[src/rtl/emu_pkg.sv]
// emu_pkg: shared widths and item types for the modular exponentiation unit.
// No dependencies; imported by every module of the block.
package emu_pkg;

	localparam int DATA_W = 32;

	typedef struct packed {
		logic [DATA_W-1:0] base;
		logic [DATA_W-1:0] exponent;
		logic [DATA_W-1:0] modulus;
	} in_item_t;

	typedef struct packed {
		logic [DATA_W-1:0] power_result;
		logic              zero_modulus;
	} out_item_t;

endpackage

[src/rtl/emu_mulmod.sv]
// emu_mulmod: bit-serial modular multiplier, one multiplier bit per cycle, MSB first.
// Depends on emu_pkg for the default width.
module emu_mulmod #(
	parameter int W = emu_pkg::DATA_W
) (
	input  logic         clk,
	input  logic         arst_n,
	input  logic         start,
	input  logic [W-1:0] x,
	input  logic [W-1:0] y,
	input  logic [W-1:0] m,
	output logic         done,
	output logic [W-1:0] result
);
	import emu_pkg::*;

	localparam int CW = (W > 1) ? $clog2(W) : 1;

	logic [W-1:0]  acc_q;
	logic [W-1:0]  x_q;
	logic [W-1:0]  y_q;
	logic [CW-1:0] cnt_q;
	logic          busy_q;
	logic          done_q;

	logic [W:0]   dbl;
	logic [W-1:0] dbl_red;
	logic [W-1:0] addend;
	logic [W:0]   sum;
	logic [W-1:0] acc_next;

	// acc <- 2*acc mod m, then + x mod m when the multiplier bit is set
	always_comb begin
		dbl      = {acc_q, 1'b0};
		dbl_red  = (dbl >= {1'b0, m}) ? W'(dbl - {1'b0, m}) : dbl[W-1:0];
		addend   = y_q[W-1] ? x_q : '0;
		sum      = {1'b0, dbl_red} + {1'b0, addend};
		acc_next = (sum >= {1'b0, m}) ? W'(sum - {1'b0, m}) : sum[W-1:0];
	end

	always_ff @(posedge clk or negedge arst_n) begin
		if (!arst_n) begin
			busy_q <= 1'b0;
			done_q <= 1'b0;
			cnt_q  <= '0;
		end else begin
			done_q <= 1'b0;
			if (start) begin
				busy_q <= 1'b1;
				cnt_q  <= CW'(W - 1);
			end else if (busy_q) begin
				cnt_q <= cnt_q - 1'b1;
				if (cnt_q == '0) begin
					busy_q <= 1'b0;
					done_q <= 1'b1;
				end
			end
		end
	end

	always_ff @(posedge clk) begin
		if (start) begin
			acc_q <= '0;
			x_q   <= x;
			y_q   <= y;
		end else if (busy_q) begin
			acc_q <= acc_next;
			y_q   <= {y_q[W-2:0], 1'b0};
		end
	end

	assign done   = done_q;
	assign result = acc_q;

`ifndef SYNTHESIS
	a_no_restart: assert property (@(posedge clk) disable iff (!arst_n)
		start |-> !busy_q) else $error("multiplier restarted while busy");
	a_done_after_last: assert property (@(posedge clk) disable iff (!arst_n)
		done_q |-> $past(busy_q && cnt_q == '0)) else $error("done without final step");
	a_acc_reduced: assert property (@(posedge clk) disable iff (!arst_n)
		(busy_q && !start) |-> (acc_q < m)) else $error("partial product not reduced");
`endif

endmodule

[src/rtl/modular_exponentiation_unit.sv]
// modular_exponentiation_unit: top level, right-to-left square-and-multiply sequencer.
// Depends on emu_pkg (item types) and emu_mulmod (two bit-serial modular multipliers).

// Computes base^exponent mod modulus per item. One item is worked at a time: after the
// base is reduced by one serial pass, each exponent bit up to the highest set bit costs
// one pass of the two bit-serial multipliers running side by side, the square and the
// conditional multiply sharing the pass; the multiplier's one-bit-per-cycle loop sets
// the length of a pass. A zero modulus returns 0 with zero_modulus set, and a zero
// exponent returns 1, each without a multiplier pass. The result sits in an output
// register, so the next item is taken while it waits to be collected.
module modular_exponentiation_unit (
	input  logic                clk,
	input  logic                arst_n,
	input  logic                in_valid,
	output logic                in_stall,
	input  emu_pkg::in_item_t   in_data,
	output logic                out_valid,
	input  logic                out_stall,
	output emu_pkg::out_item_t  out_data
);
	import emu_pkg::*;

	typedef enum logic [3:0] {
		ST_IDLE   = 4'b0001,
		ST_REDUCE = 4'b0010,
		ST_EXP    = 4'b0100,
		ST_FINISH = 4'b1000
	} state_t;

	state_t            state_q;
	logic [DATA_W-1:0] base_q;
	logic [DATA_W-1:0] e_q;
	logic [DATA_W-1:0] m_q;
	logic [DATA_W-1:0] acc_q;
	logic [DATA_W-1:0] sq_q;
	logic [DATA_W-1:0] res_q;
	logic              zm_q;
	logic              start_a_q;
	logic              start_b_q;
	logic              out_valid_q;
	out_item_t         out_q;

	logic              in_acc;
	logic              out_free;
	logic              done_a;
	logic              done_b;
	logic [DATA_W-1:0] res_a;
	logic [DATA_W-1:0] res_b;
	logic [DATA_W-1:0] xb;
	logic [DATA_W-1:0] yb;
	logic [DATA_W-1:0] e_next;

	assign in_stall = (state_q != ST_IDLE);
	assign in_acc   = in_valid && !in_stall;
	assign out_free = !out_valid_q || !out_stall;
	assign e_next   = e_q >> 1;

	// Unit B reduces the base first (1 * base mod m), then does the squaring.
	assign xb = (state_q == ST_REDUCE) ? DATA_W'(1) : sq_q;
	assign yb = (state_q == ST_REDUCE) ? base_q : sq_q;

	// Unit A: running result times the current power of the base.
	emu_mulmod #(.W(DATA_W)) u_mul_acc (
		.clk    (clk),
		.arst_n (arst_n),
		.start  (start_a_q),
		.x      (acc_q),
		.y      (sq_q),
		.m      (m_q),
		.done   (done_a),
		.result (res_a)
	);

	emu_mulmod #(.W(DATA_W)) u_mul_sq (
		.clk    (clk),
		.arst_n (arst_n),
		.start  (start_b_q),
		.x      (xb),
		.y      (yb),
		.m      (m_q),
		.done   (done_b),
		.result (res_b)
	);

	always_ff @(posedge clk or negedge arst_n) begin
		if (!arst_n) begin
			state_q     <= ST_IDLE;
			start_a_q   <= 1'b0;
			start_b_q   <= 1'b0;
			out_valid_q <= 1'b0;
		end else begin
			start_a_q <= 1'b0;
			start_b_q <= 1'b0;
			// drop the result once taken; a new load below overrides
			if (out_valid_q && !out_stall) begin
				out_valid_q <= 1'b0;
			end
			case (state_q)
				ST_IDLE: begin
					if (in_acc) begin
						if (in_data.modulus == '0 || in_data.exponent == '0) begin
							state_q <= ST_FINISH;
						end else begin
							state_q   <= ST_REDUCE;
							start_b_q <= 1'b1;
						end
					end
				end
				ST_REDUCE: begin
					if (done_b) begin
						state_q   <= ST_EXP;
						start_a_q <= 1'b1;
						start_b_q <= 1'b1;
					end
				end
				ST_EXP: begin
					// advance one exponent bit per multiplier pass; stop after the top set bit
					if (done_b) begin
						if (e_next == '0) begin
							state_q <= ST_FINISH;
						end else begin
							start_a_q <= 1'b1;
							start_b_q <= 1'b1;
						end
					end
				end
				ST_FINISH: begin
					// hold until the output register is free
					if (out_free) begin
						out_valid_q <= 1'b1;
						state_q     <= ST_IDLE;
					end
				end
				default: begin
					state_q <= ST_IDLE;
				end
			endcase
		end
	end

	always_ff @(posedge clk) begin
		case (state_q)
			ST_IDLE: begin
				if (in_acc) begin
					base_q <= in_data.base;
					e_q    <= in_data.exponent;
					m_q    <= in_data.modulus;
					zm_q   <= (in_data.modulus == '0);
					res_q  <= (in_data.modulus == '0) ? '0 : DATA_W'(1);
				end
			end
			ST_REDUCE: begin
				if (done_b) begin
					sq_q  <= res_b;
					// 1 mod m: zero for a modulus of one
					acc_q <= (m_q == DATA_W'(1)) ? '0 : DATA_W'(1);
				end
			end
			ST_EXP: begin
				if (done_b) begin
					if (e_q[0]) begin
						acc_q <= res_a;
					end
					sq_q  <= res_b;
					e_q   <= e_next;
					res_q <= e_q[0] ? res_a : acc_q;
				end
			end
			ST_FINISH: begin
				if (out_free) begin
					out_q.power_result <= res_q;
					out_q.zero_modulus <= zm_q;
				end
			end
			default: begin
			end
		endcase
	end

	assign out_valid = out_valid_q;
	assign out_data  = out_q;

`ifndef SYNTHESIS
	a_run_nonzero_mod: assert property (@(posedge clk) disable iff (!arst_n)
		(state_q == ST_REDUCE || state_q == ST_EXP) |-> (m_q != '0))
		else $error("multiply pass with zero modulus");
	a_zero_mod_result: assert property (@(posedge clk) disable iff (!arst_n)
		(out_valid_q && out_q.zero_modulus) |-> (out_q.power_result == '0))
		else $error("zero modulus with nonzero result");
	a_units_in_step: assert property (@(posedge clk) disable iff (!arst_n)
		(state_q == ST_EXP) |-> (done_a == done_b))
		else $error("multipliers out of step");
`endif

endmodule
[config.mk]
export PLATFORM = sky130hd
export DESIGN_NAME = modular_exponentiation_unit
export DESIGN_NICKNAME = d
export VERILOG_FILES = /design/src/rtl/emu_pkg.sv /design/src/rtl/emu_mulmod.sv /design/src/rtl/modular_exponentiation_unit.sv
export SDC_FILE = /design/constraint.sdc
export NUM_CORES = 1
export LEC_CHECK = 0
export BUFFER_PORTS_ARGS = -buffer_cell sky130_fd_sc_hd__clkbuf_2
export CAP_MARGIN = 0
export CELL_PAD_IN_SITES_DETAIL_PLACEMENT = 1
export CELL_PAD_IN_SITES_GLOBAL_PLACEMENT = 1
export CORE_MARGIN = 2
export CORE_UTILIZATION = 30
export DETAILED_ROUTE_END_ITERATION = 7
export GPL_TIMING_DRIVEN = 0
export PLACE_DENSITY_LB_ADDON = 0.1
export SLEW_MARGIN = 20
export SYNTH_ARGS = -nofsm -noshare
export SYNTH_HDL_FRONTEND = slang
export SYNTH_HIERARCHICAL = 1
export SYNTH_SLANG_ARGS = --single-unit
[constraint.sdc]
create_clock -name clk -period 11.4 [get_ports clk]
set_clock_uncertainty 0.1 [all_clocks]
set_input_delay 1.71 -clock clk [delete_from_list [all_inputs] [get_ports clk]]
set_output_delay 1.71 -clock clk [all_outputs]
set_load 0.01 [all_outputs]
==> impl_metrics.toml, run 1 <==
[global_route]
grt_use_met2 = 0.374
grt_overflow_total = 0
grt.total_usage = 0.212
use_met1 = 0.272
grt_pass1_vias = 23600
grt_max_degree = 50
grt-busiest-layer = "met2"
grt_pass1_wl_um = 152000
use_met3 = 0.0206
antenna_found_initial = 4

[worst_setup_path]
r2r-end = "u_mul_sq/result[8]$_SDFFE_PP0P_"
cpPeakStageDelay_ns = 0.86
required_ns = 11.83
timing.critical_path.from = "m_q[1]$_DFFE_PP_"
start_kind = "flip-flop"
crit_type = "flip-flop to flip-flop"
endpoint_kind = "flip-flop"
endpoint = "u_mul_sq/result[8]$_SDFFE_PP0P_"
reg2regPathDepth = 32
cp_common_cell = "buf_2"
cp_top_family = "compound AO/OA/AOI/OAI gates"
worstSetupPathDepth = 32
crit_path_max_fanout = 10
arrival_ns = 10.59
critPathBufInv = 4
r2r_slack_ns = 1.24
reg2reg_from = "m_q[1]$_DFFE_PP_"
critPathSlowestCell = "o41ai_2"

[cells_and_area]
diodes = 0
syn2layout_area_growth_pct = 15.4
fin_nets = 3281
largest_reg_flops = 33
drive_gt1_frac = 0.137

[timing]
hold_violations = 0
fmax_mhz = 98.5
worst_slack_ns = 1.24
setup_viol = 0
timing.final.crit_share = 0.891
grt_setup_unrepaired = "no"
slew_violations = 0
worstMarginPinSlew_ns = 1.08
tns_ns = 0
period_needed_ns = 10.16
maxSlewHeadroom = 0.277

[die]
core_um2 = 92900
die_h_um = 310
top_level_ports = 135
die_x_um = 310
core.rowCount = 112
start_util = 0.302
dieArea_um2 = 95900

[cts]
clkSinkCount = 438
clkTransAtPathRegs_ns = 0.06
post_cts_buffers = 0
cts_tree = "built"
clock_path_buffers = 3
numCtsBuffers = 53
clockRootBuffer = "clkbuf_16"
postCtsHoldBufs = 0
h-tree-depth = 2
ctsResizeCount = 0
insertion_delay_ns = 0.64

[detailed_routing]
antenna_left = 0
firstDrtPassIters = 4
drcViolationCount = 0
wire_per_inst_um = 23.8
routed_wl_um = 102000
drtIter0Drc = 1293
vias_per_cell = 5.22
via_count = 22300

[placed_design]
port_buffers = 134
gp_congestion = 0.888
pre_cts_ws_ns = 1.39
dpl.hpwl_um = 81300

[synthesis]
synth_area_um2 = 28000
syn_area_per_cell_um2 = 10.1
syn_nets = 3080
yosys_warnings = 6
syn_inst = 2778

[power_and_ir_drop]
p_leak_nw = 13.0
vdd_drop_max_mv = 0.154
power_density_nw_per_um2 = 342
power.total_mw = 11.0

[status]
status = "finished clean"

[run]
cap_viol_max_count = 0

[hold_path]
hold_path_class = "flip-flop to flip-flop"
==> stage by stage <==
step / instances / area (µm²) / hold WS, ns / utilization
after floorplan: 2778 / 28000 / 0.300 / -
after global placement: 4166 / 30300 / 0.310 / 0.326
after global routing: 4277 / 32300 / 0.317 / 0.348
after detailed placement: 4178 / 30600 / 0.305 / 0.329
after CTS: 4277 / 32300 / 0.319 / 0.348
final: 4277 / 32300 / 0.317 / 0.348
==> how the worst min path moves through the flow <==
stage	start	to	slack (ns)	depth (start not counted)
final	res_q[6]$_SDFFCE_PP0P_	out_data[7]$_DFFE_PP_	0.32	0
after global routing	res_q[15]$_SDFFCE_PP0P_	out_data[16]$_DFFE_PP_	0.32	0
after CTS	res_q[15]$_SDFFCE_PP0P_	out_data[16]$_DFFE_PP_	0.32	0
after detailed placement	res_q[6]$_SDFFCE_PP0P_	out_data[7]$_DFFE_PP_	0.31	0
after global placement	res_q[20]$_SDFFCE_PP0P_	out_data[21]$_DFFE_PP_	0.31	0
after floorplan	zm_q$_DFFE_PP_	out_data[0]$_DFFE_PP_	0.30	0
==> where the power goes <==
part | total, mW | internal (mW) | switching, mW
clock network | 1.71 | 0.991 | 0.715
registers | 2.33 | 2.09 | 0.243
logic | 7.01 | 2.72 | 4.30
==> metal layers <==
metal / share of wire / vias up / wire length, µm
met5: 0.00013 / - / 13
met4: 0.029 / 2 / 3000
met3: 0.027 / 123 / 2780
met2: 0.49 / 314 / 50200
met1: 0.45 / 11200 / 45600
li1: - / 10700 / -
==> placed cells by master, fill, tap and decap left out, types with 26 or more instances in the layout <==
cell type	n
a211oi_1	39
a21o_1	105
a21oi_1	197
a311oi_1	29
a31oi_1	26
and2_1	85
clkbuf_1	84
clkbuf_16	55
clkbuf_2	135
dfxtp_1	64
edfxtp_1	354
ha_1	196
inv_1	136
mux2_2	76
mux2i_1	50
nand2_1	299
nand2b_1	32
nand3_1	44
nand4_1	29
nor2_1	200
nor3_1	49
nor4_1	40
o21ai_0	129
xnor2_1	109
xor2_1	55
==> final cells by class <==
class / count / area (µm²)
Clock buffer: 77 / 1520
Inverter: 139 / 524
Buffer: 96 / 433
Clock inverter: 22 / 204
Multi-Input combinational cell: 2105 / 14700
Tap cell: 1254 / 1570
Timing Repair Buffer: 146 / 942
Fill cell: 10500 / 60600
Sequential cell: 438 / 12400
No activity file was read; power rests on OpenSTA's default activity.
==> run 2, diff against run 1 <==
Settings changed: CELL_PAD_IN_SITES_GLOBAL_PLACEMENT 1 to 2.
==> run 2 against run 1 <==
  * Power hardly changed
  * Clock power hardly changed
  * Core utilization hardly changed
  * Sequential cell count stayed put
  * Die area stayed put
  * Cell area hardly changed
  * Largest cell class unchanged
  * Combinational power hardly changed
  * Register-to-register slack worse by 0.11 ns
  * Largest power group unchanged
  * Wire length is 2.1% higher
  * Via count is 0.39% lower
  * Non-clock buffer count is 1 higher
==> impl_metrics.toml, run 2 (synthesis results as in run 1) <==
[status]
status = "finished clean"

[power_and_ir_drop]
p_sw_mw = 5.30
power.total_mw = 11.1
p_sw_frac = 0.479
clkPwrFrac = 0.153
vdd_drop_max_mv = 0.159
seq_power_share = 0.211
intPower_mw = 5.76
power_density_nw_per_um2 = 342
p_leak_nw = 13.0
p_comb_frac = 0.636

[cts]
numCtsBuffers = 55
clock_path_buffers = 3
h-tree-depth = 2
postCtsHoldBufs = 0
ctsResizeCount = 0
post_cts_buffers = 0
insertion_delay_ns = 0.63
clockRootBuffer = "clkbuf_16"
clkSinkCount = 438
cts_tree = "built"
clkTransAtPathRegs_ns = 0.07

[detailed_routing]
antenna_left = 0
wire_per_inst_um = 24.2
routed_wl_um = 104000
vias_per_cell = 5.19
drcViolationCount = 0
via_count = 22200
firstDrtPassIters = 5
drtIter0Drc = 1075

[worst_setup_path]
start_kind = "flip-flop"
critPathSlowestCell = "clkbuf_1"
reg2reg_from = "m_q[1]$_DFFE_PP_"
required_ns = 11.82
crit_path_max_fanout = 10
cpPeakStageDelay_ns = 0.62
arrival_ns = 10.69
crit_type = "flip-flop to flip-flop"
endpoint_kind = "flip-flop"
timing.critical_path.from = "m_q[1]$_DFFE_PP_"

[timing]
slew_violations = 0
maxSlewHeadroom = 0.259
worst_slack_ns = 1.13
tns_ns = 0
worstMarginPinSlew_ns = 1.11
hold_violations = 0
period_needed_ns = 10.27
grt_setup_unrepaired = "no"
timing.final.crit_share = 0.901
setup_viol = 0
fmax_mhz = 97.4

[die]
start_util = 0.302
die_x_um = 310
die_h_um = 310
core_um2 = 92900
top_level_ports = 135
dieArea_um2 = 95900
core.rowCount = 112

[placed_design]
pre_cts_ws_ns = 1.28
place_area_um2 = 30600
port_buffers = 134
placed_cells = 4179
gp_congestion = 0.877
dpl.hpwl_um = 83300

[hold_path]
hold_path_class = "flip-flop to flip-flop"
hold_start = "res_q[23]$_SDFFCE_PP0P_"

[global_route]
grt_pass1_vias = 23800
grt.total_usage = 0.217
grt_max_degree = 54
grt_overflow_total = 0
antenna_found_initial = 3
grt_pass1_wl_um = 155000

[run]
cap_viol_max_count = 0

[cells_and_area]
fin_cells = 4281
diodes = 0
largest_reg_flops = 33
syn2layout_area_growth_pct = 15.4
final_cell_mix = "edfxtp_1, nand2_1, nor2_1, a21oi_1, ha_1"
drive_gt1_frac = 0.139
fillers = 10500
final_area_um2 = 32300
layout_commonest_cell = "edfxtp_1"
fin_nets = 3284
run 2: changes by cell type in the layout (fill, tap and decap cells not counted):
| cell | change |
|---|---|
| clkbuf_1 | -8 |
| buf_16 | +1 |
| clkinvlp_4 | +4 |
| clkinv_2 | +5 |
| clkbuf_8 | -6 |
| inv_8 | +1 |
| clkinv_1 | +4 |
| inv_6 | +3 |
run 2: cell type report:
type / count / area, µm² / share of cell area
multi-input cells: 2105 / 14700 / 0.455
flip-flops and latches: 438 / 12400 / 0.384
well taps: 1254 / 1570 / 0.0485
clock buffers: 63 / 1410 / 0.0435
repair buffers: 147 / 970 / 0.0300
inverters: 139 / 524 / 0.0162
plain buffers: 96 / 433 / 0.0134
clock inverters: 39 / 312 / 0.00963
run 2: per-stage QoR:
step | hold WS, ns | utilization
floorplan | 0.300 | -
global placement | 0.304 | 0.326
detailed placement | 0.306 | 0.330
CTS | 0.320 | 0.348
global route | 0.326 | 0.348
finish | 0.317 | 0.348
run 2: power groups by stage:
stage          clock network [mW]  registers (mW)  logic [mW]
3_3_place_gp                    0            2.39        6.90
4_1_cts                      1.76            2.33        7.05
3_5_place_dp                    0            2.36        6.99
5_1_grt                      1.81            2.36        7.75
2_1_floorplan                   0            2.22        5.10
6_report                     1.70            2.33        7.03
run 2: worst paths after layout:
kind	end	slack (ns)	cells after the start
min in group asynchronous	u_mul_acc/cnt_q[3]$_DFFE_PN0P_	1.01	1
min	out_data[24]$_DFFE_PP_	0.32	0
max	u_mul_acc/result[3]$_SDFFE_PP0P_	1.13	34
min reg2reg	out_data[24]$_DFFE_PP_	0.32	0
max reg2reg	u_mul_acc/result[3]$_SDFFE_PP0P_	1.13	34
max in group asynchronous	start_b_q$_DFF_PN0_	9.69	1
run 2: critical path, delay by kind of cell (launching register included):
family	cells	cell delay (ns)
DFF	1	0.50
buffers and inverters	4	1.56
xor gates and xnor gates	1	0.27
adders and majority gates	4	1.25
AOI/OAI and AO/OA	22	5.89
and+or+nand+nor	3	0.56
run 2: layer usage:
| layer | up-vias | part of all wire | global-route usage |
|---|---|---|---|
| met2 | 296 | 0.50 | 0.387 |
| met1 | 11100 | 0.45 | 0.277 |
| met5 | - | 0 | 0 |
| met4 | 0 | 0.027 | 0.0596 |
| met3 | 124 | 0.026 | 0.0223 |
| li1 | 10700 | - | - |
